File: config.mk
export PLATFORM = sky130hd
export DESIGN_NAME = kmlp_ram
export DESIGN_NICKNAME = d
export VERILOG_FILES = /design/src/sv/kmlp_ram.sv
export SDC_FILE = /design/constraint.sdc
export NUM_CORES = 1
export LEC_CHECK = 0
export BUFFER_PORTS_ARGS = -buffer_cell sky130_fd_sc_hd__buf_2
export CAP_MARGIN = 20
export CORE_MARGIN = 10
export CORE_UTILIZATION = 65
export DETAILED_ROUTE_END_ITERATION = 12
export PLACE_DENSITY = 0.89
export SYNTH_ARGS = -nofsm -noshare
export SYNTH_HDL_FRONTEND = slang
export SYNTH_SLANG_ARGS = --single-unit
export TNS_END_PERCENT = 20
File: constraint.sdc
create_clock -name clk_i -period 4.02 [get_ports clk_i]
set_clock_uncertainty 0.05 [all_clocks]
set_input_delay 0.603 -clock clk_i [delete_from_list [all_inputs] [get_ports clk_i]]
set_output_delay 0.603 -clock clk_i [all_outputs]
set_load 0.05 [all_outputs]
File: src/sv/kmlp_ram.sv
`timescale 1ns / 1ps

module kmlp_ram #(
  parameter int WIDTH = 8,
  parameter int DEPTH = 16
) (
  input  logic                                 clk_i,
  input  logic                                 we_i,
  input  logic [(DEPTH > 1 ? $clog2(DEPTH) : 1)-1:0] waddr_i,
  input  logic [WIDTH-1:0]                     wdata_i,
  input  logic [(DEPTH > 1 ? $clog2(DEPTH) : 1)-1:0] raddr_i,
  output logic [WIDTH-1:0]                     rdata_o
);

  logic [WIDTH-1:0] mem [DEPTH];

  always_ff @(posedge clk_i) begin
    if (we_i) begin
      mem[waddr_i] <= wdata_i;
    end
    rdata_o <= mem[raddr_i];
  end

endmodule

### Word-level counts from Yosys, hierarchy flattened

Memories as Yosys holds them, arrays and structs flattened. A register that Yosys moved wholly into a read port is not among the register bits.
Cells that the tools add are included.

* bits of input ports: 18
* logic and storage cells: 3
* flip-flop bits (word level): 0
* output and inout port bits: 8
* memories kept: 1
* bits in writable memories: 128

* muxes and demuxes: 2

Memories
* mem: words 16, bits a word 8, rd ports 1, clocked after Yosys merged registers in 1, write ports 1, RTL line 15 `logic [WIDTH-1:0] mem [DEPTH];`

Operators by type and width (count)
* 1-bit 2-to-1 mux: 2

### Longest topological paths before layout

Gate-level depths: netlist (run 1).

* word-level depth: 2
* gate-level depth with buffers: 5
* mapped depth without buffers: 3

### Worst setup path after synthesis (run 1)

OpenSTA, ideal clock, no wires.

* path type: input port to flip-flop
* from: in waddr_i[2] in the netlist's numbering
* to: mem mem[0][0], enable pin
* required time: 3587 ps
* library setup time: 383 ps
* slack: 1874 ps
* data arrival time: 1713 ps
* buffers on the path: 0
* stages: 2
* path through: or3b_2 nor3_1

RTL lines
* from (decl): RTL line 9 `input logic [(DEPTH > 1 ? $clog2(DEPTH) : 1)-1:0] waddr_i,`
* to (decl): RTL line 15

No word-level cell before the write port.

==> flow_summary.ini, run 1 <==
[synthesis]
synth_compound_area_share_pct = 2.33
synth-seq-cells = 136
syn_avg_cell_area_um2 = 22.5
synth_mux_area_share_pct = 15.0
synthSimpleGateAreaFrac_pct = 3.18
synth_area_um2 = 5150
syn_nets = 247
yosys_warnings = 0
synth_top_family_by_area = multiplexers
synth_seq_area_share_pct = 77.8
synth-xor-area-share_pct = 0
synth.distinct_cells = 19
synth_fa_ha_area_share_pct = 0
syn_inst = 229

[placement]
hpwlAfterDp_mm = 6.05
globalplace.congestion = 0.726
io_buffers = 25
place_inst = 348

[setup_path]
cp-end-kind = register
cp-endpoint = rdata_o[6]
rr_worst_depth = 3
cp-start-kind = input port
cp_max_fo = 32
timing.rr.start = mem[1][3]
timing_worst_setup_path_type = in -> reg
crit_arrival_ps = 2360
worstSetupStartpoint = raddr_i[0]
r2r_slack_ps = 2620
r2r-end = rdata_o[3]
cp.required_ps = 4350

[clocking]
cts_tree = yes
cts_buffer_depth = 2
post_cts_buffers = 0
cts.sinks = 136
ctsHoldBuffers = 0
numCtsBuffers = 17
cts_resized = 0
root_buffer = clkbuf_8
h-tree-depth = 4
clk-insertion-delay-late_ps = 520
path_clk_slew_ps = 60

[sta]
rsz0062_at_grt = no
setup_viol = 0
fmax_mhz = 492
period_share_pct = 50.5
relSlewSlack_pct = 20.9
hold_ws_ps = 415
period_needed_ps = 2030
setup_tns_ps = 0
hold_viol_final = 0
worstMarginPinSlew_ps = 1180
drv_slew = 0

[pwr]
pwr-share-comb_pct = 5.3
power.density_nw_per_um2 = 549
p_int_mw = 2.54
sequentialPowerShare_pct = 48.9
power.switching_uw = 725
cellLeakagePower_nw = 2.00
vdd_drop_max_mv = 0.360
swShare_pct = 22.2
clkPwrFrac_pct = 45.8

[layout]
drive_above_1_share_pct = 29.3
layout-area-overhead-vs-synth_pct = 15.4
nFillCells = 366
diodes = 0
num-nets-final = 285
final_cells = 382

[grt]
antenna_found_initial = 0
track_usage_pct = 19.1
grt_first_pass_wirelength_mm = 15.9
grt_overflow = 0
first_global_vias = 2551
grt_max_degree = 33

[routing]
vias_per_cell = 6.56
dr.pass1.iters = 4
postRouteAntennaNets = 0
drtIter0Drc = 265
via_count = 2505
drcViolationCount = 0
avgRoutedWirePerCell_um = 27.5
totalWireLength_mm = 10.5

[die]
core_region_area_um2 = 7730
placementRows = 32
die_y_um = 109
die_x_um = 109
pin_count = 26
dieArea_um2 = 11900
start_util_pct = 66.6

[hold_path]
hold_class = in -> reg

[status]
status = completed

[run]
cap_violations = 0
## worst min-delay path by stage
stage,start,end,depth (start not counted)
final,wdata_i[7],mem[14][7],1
after global routing,wdata_i[7],mem[10][7],1
after CTS,wdata_i[7],mem[8][7],1
after detailed placement,mem[12][4],rdata_o[4],3
after global placement,mem[4][0],rdata_o[0],3
after floorplan,mem[7][0],rdata_o[0],3
## layer usage
metal	part of all wire, %	up-vias	wire length (µm)	track usage [%]
met1	41	1275	4340	27.0
met5	0	-	0	0
met4	1.4	0	143	6.59
li1	-	1055	-	-
met2	48	165	5030	27.5
met3	9.4	10	984	6.19
## power by group through the flow
stage	sequential [mW]	combinational (mW)	clock (mW)
6_report	1.60	0.172	1.49
5_1_grt	1.60	0.183	1.57
4_1_cts	1.60	0.171	1.50
3_5_place_dp	1.63	0.170	0
3_3_place_gp	1.62	0.163	0
2_1_floorplan	1.65	0.0805	0
## sequential cells by signal (all words and copies together) (netlist names)
name,cells
rdata_o,8
mem,128
## area by class of cell
| cell class | instances | area [µm²] | share of cell area [%] |
|---|---|---|---|
| clock buffers | 17 | 414 | 6.97 |
| flip-flops and latches | 136 | 4000 | 67.4 |
| clock inverters | 15 | 166 | 2.80 |
| multi-input cells | 83 | 1070 | 18.0 |
| repair buffers | 29 | 163 | 2.74 |
| well taps | 102 | 128 | 2.15 |
## cell usage in the layout, fill, tap and decap left out, drive strengths merged
cell        n
nor3        4
a22oi      16
clkinv      5
buf        29
inv         5
nor2b       1
edfxtp    128
nor2       13
nand2b      2
dfxtp       8
or3b        1
and2b       1
mux4       32
nand3b      2
bufinv      2
clkbuf     17
nand3       1
clkinvlp    3
nand2       9
and2        1
## critical path: stages
cell	delay, ps
buf_2	780
mux4_2	600
a22oi_1	270
nand2_1	100
## kinds of logic (layout without fill, tap and decap cells)
group	Yosys count	in the layout
buf+inv	10	61
mux	32	32
compound gates	16	16
simple gates	35	35
flops	136	136
## cells in the mapped netlist, drive strengths merged
master	n	area, µm²
nor2	13	48.8
nand2	9	33.8
mux4	32	773
nand3b	2	15.0
edfxtp	128	3840
nand2b	2	12.5
buf	7	56.3
a22oi	16	120
clkdlybuf4s25	3	30.0
or3b	1	8.76
nor3	4	20.0
and2	1	6.26
nand3	1	5.00
nor2b	1	6.26
dfxtp	8	160
and2b	1	7.51
## metrics by stage
step                setup slack [ps]  instance area (µm²)  power (mW)  utilization, %
global route                    1860                 5940        3.35            76.9
detailed placement              1410                 5340        1.80            69.1
CTS                             1980                 5920        3.27            76.6
global placement                1390                 5320        1.79            68.9
floorplan                       1870                 5150        1.74               -
finish                          1990                 5940        3.26            76.9
No activity file was read; power rests on OpenSTA's default activity.
==> inputs of run 2 (changes only) <==
--- a/config.mk
+++ b/config.mk
@@ -8,9 +8,9 @@
 export BUFFER_PORTS_ARGS = -buffer_cell sky130_fd_sc_hd__buf_2
 export CAP_MARGIN = 20
 export CORE_MARGIN = 10
-export CORE_UTILIZATION = 65
+export CORE_UTILIZATION = 54
 export DETAILED_ROUTE_END_ITERATION = 12
-export PLACE_DENSITY = 0.89
+export PLACE_DENSITY = 0.79
 export SYNTH_ARGS = -nofsm -noshare
 export SYNTH_HDL_FRONTEND = slang
 export SYNTH_SLANG_ARGS = --single-unit
==> constraint.sdc (replaced) <==
create_clock -name clk_i -period 1.7 [get_ports clk_i]
set_clock_uncertainty 0.05 [all_clocks]
set_input_delay 0.255 -clock clk_i [delete_from_list [all_inputs] [get_ports clk_i]]
set_output_delay 0.255 -clock clk_i [all_outputs]
set_load 0.05 [all_outputs]
==> flow_summary.ini, run 2 (synthesized netlist as in run 1, its figures left out) <==
[die]
start_util_pct = 55.7
placementRows = 35
dieArea_um2 = 13800
core_region_area_um2 = 9240
die_x_um = 118
die_y_um = 118
pin_count = 26

[routing]
wl_met2_mm = 4.73
postRouteAntennaNets = 0
drcViolationCount = 0
totalWireLength_mm = 9.85
vias_per_cell = 5.76
wl_met1_mm = 4.11
avgRoutedWirePerCell_um = 22.7
top_layer_used = met4
dr.pass1.iters = 4
via_count = 2496
met3_length_um = 929
drtIter0Drc = 214

[pwr]
p_int_mw = 6.13
vdd_drop_max_mv = 0.661
power.switching_mw = 1.60
power.density_nw_per_um2 = 1250
fin_total_pwr_mw = 7.73
clkPwrFrac_pct = 45.6
cellLeakagePower_nw = 2.12
swShare_pct = 20.7
sequentialPowerShare_pct = 48.8
pwr-share-comb_pct = 5.6

[layout]
num-nets-final = 310
diodes = 0
final_common_cell = edfxtp_1
largestRegisters = mem: 128 flops, rdata_o: 8 flops
layout-area-overhead-vs-synth_pct = 19.9
drive_above_1_share_pct = 33.9
largest_reg_flops = 128
largest_register = mem
layout_common_cells = edfxtp_1 (128), buf_4 (27), buf_2 (25)

[clocking]
cts.sinks = 136
cts_resized = 0
clk-insertion-delay-late_ps = 510
path_clk_slew_ps = 60
numCtsBuffers = 17
ctsHoldBuffers = 0
h-tree-depth = 4
cts_tree = yes
post_cts_buffers = 0
cts_buffer_depth = 2
root_buffer = clkbuf_8

[grt]
grt_overflow = 0
antenna_found_initial = 0
track_usage_pct = 14.7
first_global_vias = 2609
grt_max_degree = 33
grt_first_pass_wirelength_mm = 15.4

[setup_path]
cp_max_fo = 1
path_buf_inv = 0
path_delay_family = multiplexers
slowest_stage = mux4_1
cp-end-kind = register
crit_arrival_ps = 1790
cpPeakStageDelay_ps = 500
cp.required_ps = 2040
timing_worst_setup_path_type = reg -> reg
worstPathCellList = mux4_1 -> a22oi_1 -> nand2_1
r2r_slack_ps = 250
cp-start-kind = register

[placement]
globalplace.congestion = 0.789
detailedPlace.worstSlack_ps = -108
hpwlAfterDp_mm = 6.12
io_buffers = 25

[run]
cap_violations = 0

[sta]
drv_slew = 0
fmax_mhz = 691
rsz0062_at_grt = no
worstMarginPinSlew_ps = 795
hold_viol_final = 0
setup_viol = 0
period_share_pct = 85.2
fin_ws_ps = 252
period_needed_ps = 1450
relSlewSlack_pct = 46.8

[status]
status = completed

[hold_path]
hold_class = in -> reg
## run 2: changes by cell type in the layout (fill, tap and decap cells not counted)
cell	before	now
nor3_1	2	3
buf_4	2	27
clkinv_4	4	2
clkinv_2	1	2
inv_6	5	0
nor3_2	2	1
clkbuf_1	0	2
bufinv_16	2	3
clkinvlp_4	3	5
buf_12	0	2
buf_6	2	0
## run 2: worst paths after layout
| path | from | endpoint | cells after the start |
|---|---|---|---|
| worst max-delay path | mem[2][0] | rdata_o[0] | 3 |
| worst min-delay path | wdata_i[4] | mem[14][4] | 1 |
| worst max register to register | mem[2][0] | rdata_o[0] | 3 |
| worst min register to register | mem[15][1] | rdata_o[1] | 3 |
## run 2: power groups by stage
stage	sequential, mW	combinational, mW	clock [mW]
final	3.77	0.432	3.53
after global placement	3.84	0.421	0
after detailed placement	3.84	0.432	0
after floorplan	3.91	0.191	0
after CTS	3.77	0.436	3.57
after global routing	3.78	0.464	3.75
## run 2: through the flow
stage	hold slack [ps]	instances	TNS (ps)	utilization, %	area (µm²)
after global placement	566	402	-268	60.6	5600
after floorplan	304	229	0	-	5150
after CTS	49.9	433	0	66.8	6170
after global routing	78.0	433	0	66.8	6170
final	71.9	433	0	66.8	6170
after detailed placement	589	402	-380	60.6	5600
## run 2: layout make-up
| cell class | instances | area [µm²] |
|---|---|---|
| sequential | 136 | 4000 |
| fill | 558 | 3070 |
| multi-input combinational | 83 | 1060 |
| clock buffer | 19 | 422 |
| timing repair buffer | 54 | 368 |
| tap | 129 | 161 |
| clock inverter | 12 | 155 |
## run 2: metal layers
layer  vias up  GRT usage [%]
met5         -              0
met3         6           4.89
met2       110           22.2
met1      1278           19.7
met4         0           4.95
li1       1102              -
