### src/sv/kmlp_pkg.sv
`timescale 1ns / 1ps

package kmlp_pkg;

  localparam int MAX_CLUSTERS = 16;
  localparam int MAX_COORDS   = 8;
  localparam int COORD_W      = 16;
  localparam int CNT_W        = 17;
  localparam int SUM_W        = COORD_W + CNT_W;
  localparam int CHANGE_W     = 40;
  localparam int ITER_W       = 16;
  localparam int CL_W         = $clog2(MAX_CLUSTERS);
  localparam int NK_W         = 5;
  localparam int ND_W         = 4;
  localparam int CMD_W        = 2;
  localparam int CFG_IDX_W    = 2;
  localparam int CFG_DATA_W   = 40;

  // c * (c - 2x) needs COORD_W + (COORD_W + 2) bits, one spare
  localparam int PROD_W  = 2 * COORD_W + 3;
  localparam int SCORE_W = PROD_W + $clog2(MAX_COORDS);
  localparam int DIFF_W  = COORD_W + 1;
  localparam int SQ_W    = 2 * DIFF_W;
  localparam int SQSUM_W = SQ_W + $clog2(MAX_COORDS);

  localparam logic [CNT_W-1:0] COUNT_LIMIT = {CNT_W{1'b1}};
  localparam logic [CHANGE_W-1:0] CHANGE_MAX = {CHANGE_W{1'b1}};
  localparam logic [ITER_W-1:0] PASS_MAX = {ITER_W{1'b1}};

  localparam logic [CMD_W-1:0] CMD_LOAD  = 2'd0;
  localparam logic [CMD_W-1:0] CMD_POINT = 2'd1;
  localparam logic [CMD_W-1:0] CMD_END   = 2'd2;

  localparam logic [CFG_IDX_W-1:0] CFG_NUM_CLUSTERS   = 2'd0;
  localparam logic [CFG_IDX_W-1:0] CFG_NUM_COORDS     = 2'd1;
  localparam logic [CFG_IDX_W-1:0] CFG_MAX_ITERATIONS = 2'd2;
  localparam logic [CFG_IDX_W-1:0] CFG_THRESHOLD      = 2'd3;

  typedef logic signed [COORD_W-1:0] coord_t;
  typedef coord_t [MAX_COORDS-1:0] coord_vec_t;
  typedef logic signed [SUM_W-1:0] sum_t;
  typedef sum_t [MAX_COORDS-1:0] sum_vec_t;

  typedef struct packed {
    logic [CNT_W-1:0] cnt;
    sum_vec_t         sums;
  } acc_word_t;

  localparam int CENT_W = $bits(coord_vec_t);
  localparam int ACC_W  = $bits(acc_word_t);

endpackage

### src/sv/kmlp_div.sv
`timescale 1ns / 1ps

module kmlp_div (
  input  logic                          clk_i,
  input  logic                          rst_ni,
  input  logic                          start_i,
  input  kmlp_pkg::sum_vec_t            dividend_i,
  input  logic [kmlp_pkg::CNT_W-1:0]    divisor_i,
  output logic                          done_o,
  output kmlp_pkg::coord_vec_t          quot_o
);

  localparam int IT_W = $clog2(kmlp_pkg::SUM_W + 1);
  localparam int REM_W = kmlp_pkg::CNT_W + 1;

  logic                          busy_q;
  logic                          done_q;
  logic [IT_W-1:0]               it_q;
  logic [kmlp_pkg::CNT_W-1:0]    div_q;
  logic [kmlp_pkg::MAX_COORDS-1:0] neg_q;
  logic [kmlp_pkg::SUM_W-1:0]    mag_q [kmlp_pkg::MAX_COORDS];
  logic [REM_W-1:0]              rem_q [kmlp_pkg::MAX_COORDS];
  logic [REM_W-1:0]              rem_sh [kmlp_pkg::MAX_COORDS];
  logic [kmlp_pkg::MAX_COORDS-1:0] ge;
  logic [kmlp_pkg::SUM_W-1:0]    qres [kmlp_pkg::MAX_COORDS];

  // one restoring step per cycle in every lane, on magnitudes
  always_comb begin
    for (int j = 0; j < kmlp_pkg::MAX_COORDS; j++) begin
      rem_sh[j] = {rem_q[j][REM_W-2:0], mag_q[j][kmlp_pkg::SUM_W-1]};
      ge[j] = (rem_sh[j] >= {1'b0, div_q});
      qres[j] = neg_q[j] ? (~mag_q[j] + 1'b1) : mag_q[j];
      quot_o[j] = qres[j][kmlp_pkg::COORD_W-1:0];
    end
  end

  always_ff @(posedge clk_i or negedge rst_ni) begin
    if (!rst_ni) begin
      busy_q <= 1'b0;
      done_q <= 1'b0;
      it_q   <= '0;
    end else begin
      done_q <= 1'b0;
      if (start_i) begin
        busy_q <= 1'b1;
        it_q   <= '0;
      end else if (busy_q) begin
        if (it_q == IT_W'(kmlp_pkg::SUM_W - 1)) begin
          busy_q <= 1'b0;
          done_q <= 1'b1;
        end
        it_q <= it_q + 1'b1;
      end
    end
  end

  always_ff @(posedge clk_i) begin
    if (start_i) begin
      div_q <= divisor_i;
      for (int j = 0; j < kmlp_pkg::MAX_COORDS; j++) begin
        neg_q[j] <= dividend_i[j][kmlp_pkg::SUM_W-1];
        mag_q[j] <= dividend_i[j][kmlp_pkg::SUM_W-1] ? (~dividend_i[j] + 1'b1)
                                                     : dividend_i[j];
        rem_q[j] <= '0;
      end
    end else if (busy_q) begin
      for (int j = 0; j < kmlp_pkg::MAX_COORDS; j++) begin
        rem_q[j] <= ge[j] ? (rem_sh[j] - {1'b0, div_q}) : rem_sh[j];
        mag_q[j] <= {mag_q[j][kmlp_pkg::SUM_W-2:0], ge[j]};
      end
    end
  end

  assign done_o = done_q;

endmodule

### config.mk
export PLATFORM = sky130hd
export DESIGN_NAME = kmlp_div
export DESIGN_NICKNAME = d
export VERILOG_FILES = /design/src/sv/kmlp_pkg.sv /design/src/sv/kmlp_div.sv
export SDC_FILE = /design/constraint.sdc
export NUM_CORES = 1
export LEC_CHECK = 0
export BUFFER_PORTS_ARGS = -buffer_cell sky130_fd_sc_hd__clkbuf_2
export CAP_MARGIN = 20
export CORE_ASPECT_RATIO = 0.6
export CORE_MARGIN = 1.5
export CORE_UTILIZATION = 55
export CTS_BUF_LIST = sky130_fd_sc_hd__clkbuf_16
export DETAILED_ROUTE_END_ITERATION = 8
export PLACE_DENSITY = 0.77
export SLEW_MARGIN = 0
export SYNTH_ARGS = -nofsm -noshare
export SYNTH_HDL_FRONTEND = slang
export SYNTH_SLANG_ARGS = --single-unit
### constraint.sdc
create_clock -name clk_i -period 28 [get_ports clk_i]
set_input_delay 1.4 -clock clk_i [delete_from_list [all_inputs] [get_ports clk_i]]
set_output_delay 1.4 -clock clk_i [all_outputs]
set_load 0.005 [all_outputs]
-- Word level (Yosys, flattened, before mapping)
Memories as Yosys holds them, arrays and structs flattened.
Index checks and enable logic that the tools add are counted.
W data, S select, Z words.
- register bits: 33
- RAM bits: 408
- input bits: 284
- output and inout port bits: 129
- word-level logic and storage cells: 127
- memories kept: 2
- memories (name ; words ; bits a word ; read ports ; clocked after memory_dff ; wr ports ; RTL line ; source):
    mag_q ; 8 ; 33 ; 8 ; 0 ; 8 ; kmlp_div.sv:21 ; logic [kmlp_pkg::SUM_W-1:0] mag_q [kmlp_pkg::MAX_COORDS];
    rem_q ; 8 ; 18 ; 8 ; 0 ; 8 ; kmlp_div.sv:22 ; logic [REM_W-1:0] rem_q [kmlp_pkg::MAX_COORDS];
- $add $sub $neg: 25
- magnitude comparators: 8
- equality and inequality tests: 1
- mux-type cells: 53
- bitwise logic cells: 32
- reductions and logical operators: 1
- operators with widths (operator ; count):
    $mux W33 ; 16
    $mux W18 ; 16
    $add A33 B1 Y33 const B ; 8
    $not A33 Y33 ; 8
    $ge A18 B17 Y1 ; 8
    $sub A18 B17 Y18 ; 8
    $add A16 B1 Y16 const B ; 8
    $mux W16 ; 8
    $not A16 Y16 ; 8
    $or A1 B1 Y1 ; 16
    $mux W6 ; 2
    $mux W1 ; 11
    $add A6 B1 Y6 const B ; 1
    $eq A6 B6 Y1 const B ; 1
    $reduce_bool A2 Y1 ; 1

-- Depth between registers and ports, before layout
- depth after elaboration: 4
- depth in mapped cells: 13
- gate-level depth less buffers: 12

-- Least setup slack after synthesis
No wires, ideal clock.
- path type: in2reg
- start: input start_i
- end: memory mag_q[0][0] (netlist name), enable pin
- library setup time: 0.749 ns
- data arrival time: 9.732 ns
- required time: 27.251 ns
- path slack: 17.519 ns
- stages on the path: 4
- buffers on the path: 2
- cells stage by stage: clkbuf_1 clkbuf_1 nor2_1 inv_1
- RTL lines (item ; RTL line ; source):
    from (decl) ; kmlp_div.sv:6 ; input logic start_i,
    to (decl) ; kmlp_div.sv:21 ;

==> parameters.txt <==
Parameter                              Value

Route
  Routed length on met1    37.91 mm
  DR WL met3    6.300 mm
  Routed WL per cell    17.89 um
  Antenna violation net count after detailed routing    0
  DR vias    26543
  Drt via density    5.938
  Detailed-route wire length    79.95 mm
  Detailed Route Iter0 Violations    2520
  Routed wire length on met2    33.81 mm
  1st-pass router iterations    6
  Residual DRC    0
  Highest routed metal layer    met4

Worst setup path
  Most used cell, CP    sky130_fd_sc_hd__or3_1
  Sort of element at the end of the critical path    primary output
  Slowest stage cell, crit path    sky130_fd_sc_hd__edfxtp_1
  Kind of critical path    register to primary output
  Highest net fanout along the worst path    4
  Largest delay contributor family on the critical path    simple AND/OR/NAND/NOR gates
  Ordered cell list for the critical path    or3_1 -> or3_1 -> or4_1 -> o21ai_0 -> nand2_1 -> xor2_1 -> clkbuf_2
  R2R Setup Slk    23.69 ns
  Crit path buffers/inverters    1
  Required time reported for the critical path endpoint    26.60 ns
  Worst path max stage delay    0.44 ns
  Arr. time, crit path    3.10 ns
  Kind of start point of the critical path    register

Pwr
  Switching power as a share of total power    36.99%
  Portion of total power attributed to sequential cells    35.0%
  Combinational group share of total power    43.1%
  Net switching power    0.001053 W
  Clock power share    21.9%
  Leak    14.74 nW
  Total power divided by cell area    79.86 nW/um^2
  Worst VDD drop    0.04175 mV
  Internal power summed over all cells    0.001794 W

Timing
  Fmax    222.1 MHz
  Clock period minus final worst setup slack    4.503 ns
  Final hold violation count    0
  Total setup violations reported at the end of the flow    0
  Relative max-transition margin    29.66%
  Final worst path period share    16.08%
  RSZ-0062 raised after global routing    no
  Worst-case clock skew    0.02471 ns
  Pins over their slew limit    0
  Summed negative setup slack over all endpoints    0 ns
  Transition time of the tightest slew-check pin    1.055 ns

Yosys
  Register bit total from synthesis    433
  Sequential area share after synthesis    41.22%
  Post-Synthesis Cell Area    31450 um^2
  Number of distinct library cells after synthesis    71
  Syn nets    3781
  Async set-reset flop share out of synthesis    1.848%
  EDFF count, synth    425
  Mean instance size in the synthesized netlist    9.430 um^2
  Number of standard cells after synthesis    3335
  Dominant synthesized flop cell    sky130_fd_sc_hd__edfxtp_1
  Yosys warning total    0

Placement
  Detailed placement HPWL    55.86 mm
  Cell total after placement    4383
  GPL Wtd Cong    0.9405
  Count of buffers from port buffering    412

Outcome
  Run status    finished clean

Clocking
  Root buffer cell    sky130_fd_sc_hd__clkbuf_16
  Clock latency on the worst-skew pair    0.58 ns
  TritonCTS clock tree    built
  TritonCTS buffer count    45
  Post CTS Setup Buffer Count    0
  Clock sinks    433
  CTS clock-pin slew for the worst setup and hold paths    0.07 ns
  # hold bufs at CTS    0
  Buffer levels on the longest clock path    3
  Number of H-tree levels    2
  Post_cts resized    0

Die
  Standard-cell rows    67
  Count of pins on the block boundary    413
  DIE AREA    58670 um^2
  X dimension of the die    311.7 um
  Die Y    188.2 um
  Total core area    56170 um^2
  Effective utilization at floorplan    55.99%

Cells and area
  Area taken by flip-flops and latches    12960 um^2
  Multi-input logic area    17600 um^2
  Net count reported at finish    4119
  Proportion of layout cells with a drive suffix above 1    14.72%
  Leading cell type in the layout, fill and taps excluded    sky130_fd_sc_hd__edfxtp_1
  Filler cells    4728
  Layout overhead on the synthesized area    13.37%
  Most frequent cells in the layout    sky130_fd_sc_hd__edfxtp_1 (425), sky130_fd_sc_hd__clkbuf_2 (411), sky130_fd_sc_hd__nand2_1 (370)
  Layout Cells excl Fill    4470

Global route
  Initial antenna violation count    0
  Largest net degree at the start of global routing    259
  Via count of the first global-routing pass    24007
  Global-route congestion overflow total    0
  Wire length of the first global-routing pass    126.7 mm
  Overall fraction of global-route tracks in use    26.22%

Job
  Max-cap violations    0

Worst hold path
  Path type of the worst min-delay path    register to register
## cell families (layout without fill, tap and decap cells)
kind of cell	Yosys count	in the layout	synth area share, %
muxes	86	86	2.741
DFF	433	433	41.22
xor gates and xnor gates	455	455	12.67
AOI/OAI and AO/OA	912	912	17.95
and+or+nand+nor	1051	1051	15.78
other	0	2	0
adders and majority gates	162	162	6.636
buffers and inverters	236	610	3.004
## worst paths after layout
check	start	end	cells past startpoint
setup reg to reg	div_q[0]	rem_q[1][60]	11
setup / recovery	mag_q[1][4]	quot_o[77]	7
hold reg to reg	mag_q[0][120]	mag_q[0][121]	2
min in group asynchronous	rst_ni	it_q[4]	1
hold / removal	mag_q[0][120]	mag_q[0][121]	2
max in group asynchronous	rst_ni	done_o	1
## worst min-delay path, cell delays in order (launching register included)
cell and delay (ns):
sky130_fd_sc_hd__edfxtp_1 0.32, sky130_fd_sc_hd__nand2_1 0.04, sky130_fd_sc_hd__o21ai_0 0.06
## layout make-up
cell class / count / share of cell area, %
multi-input cells: 2666 / 49.36
flip-flops and latches: 433 / 36.35
repair buffers: 434 / 6.411
clock buffers: 46 / 3.228
well taps: 759 / 2.663
inverters: 93 / 1.000
clock inverters: 37 / 0.9720
diodes: 2 / 0.01404
## metal layers
metal,track usage [%],up-vias
met1,39.92,12418
li1,-,12991
met3,4.843,125
met2,38.06,1009
met5,0,-
met4,7.132,0
## sequential cells by signal, indices dropped and copies added (netlist names)
name,count
mag_q,264
busy_q,1
rem_q,136
done_o,1
div_q,17
neg_q,8
it_q,6
## power groups by stage
| stage | Combinational [W] | Clock [W] | Sequential, W |
|---|---|---|---|
| after floorplan | 0.000917 | 0 | 0.000968 |
| after global placement | 0.00117 | 0 | 0.00100 |
| after detailed placement | 0.00119 | 0 | 0.00100 |
| after CTS | 0.00120 | 0.000636 | 0.000995 |
| after global routing | 0.00136 | 0.000659 | 0.00101 |
| final | 0.00123 | 0.000623 | 0.000997 |
## synthesized netlist by cell type, types with 7 or more instances
cell | instances | area share (%)
sky130_fd_sc_hd__clkbuf_1 | 116 | 1.4
sky130_fd_sc_hd__nor4_1 | 24 | 0.48
sky130_fd_sc_hd__nand4_1 | 23 | 0.46
sky130_fd_sc_hd__mux2i_1 | 85 | 2.7
sky130_fd_sc_hd__nand2_1 | 371 | 4.4
sky130_fd_sc_hd__nor3_1 | 45 | 0.72
sky130_fd_sc_hd__nand3b_1 | 16 | 0.38
sky130_fd_sc_hd__edfxtp_1 | 425 | 41
sky130_fd_sc_hd__buf_1 | 11 | 0.13
sky130_fd_sc_hd__o21bai_1 | 8 | 0.19
sky130_fd_sc_hd__or3_1 | 42 | 0.84
sky130_fd_sc_hd__ha_1 | 154 | 6.1
sky130_fd_sc_hd__buf_4 | 9 | 0.21
sky130_fd_sc_hd__a211o_1 | 7 | 0.19
sky130_fd_sc_hd__a31oi_1 | 20 | 0.40
sky130_fd_sc_hd__a21oi_1 | 180 | 2.9
sky130_fd_sc_hd__dfrtp_1 | 8 | 0.64
sky130_fd_sc_hd__o41ai_1 | 45 | 1.3
sky130_fd_sc_hd__nand3_1 | 51 | 0.81
sky130_fd_sc_hd__o22ai_1 | 11 | 0.22
sky130_fd_sc_hd__a21o_1 | 39 | 0.93
sky130_fd_sc_hd__fa_1 | 8 | 0.51
sky130_fd_sc_hd__o31a_1 | 11 | 0.31
sky130_fd_sc_hd__a21boi_0 | 10 | 0.24
sky130_fd_sc_hd__nor2_1 | 290 | 3.5
sky130_fd_sc_hd__nand2b_1 | 41 | 0.82
sky130_fd_sc_hd__o21ai_0 | 345 | 5.5
sky130_fd_sc_hd__a311oi_1 | 7 | 0.19
sky130_fd_sc_hd__a211oi_1 | 33 | 0.79
sky130_fd_sc_hd__inv_1 | 92 | 1.1
sky130_fd_sc_hd__xnor2_1 | 201 | 5.6
sky130_fd_sc_hd__or4_1 | 58 | 1.4
sky130_fd_sc_hd__and3_1 | 16 | 0.32
sky130_fd_sc_hd__o31ai_1 | 119 | 2.8
sky130_fd_sc_hd__xor2_1 | 254 | 7.1
sky130_fd_sc_hd__or2_2 | 17 | 0.34
sky130_fd_sc_hd__o21a_1 | 33 | 0.79
sky130_fd_sc_hd__nor2b_1 | 29 | 0.58
## through the flow
step                      hold slack, ns  utilization [%]  cell area, um^2  total power [W]  setup slack [ns]
after floorplan                   0.4836                -            31450         0.001885             17.52
after global placement            0.4977            60.73            34110         0.002166             23.26
after detailed placement          0.5106            60.73            34110         0.002199             23.20
after CTS                         0.5263            63.40            35610         0.002833             23.50
after global routing              0.5410            63.47            35650         0.003035             23.38
final                             0.5228            63.48            35660         0.002847             23.50
(Power assumes the default switching activity.)
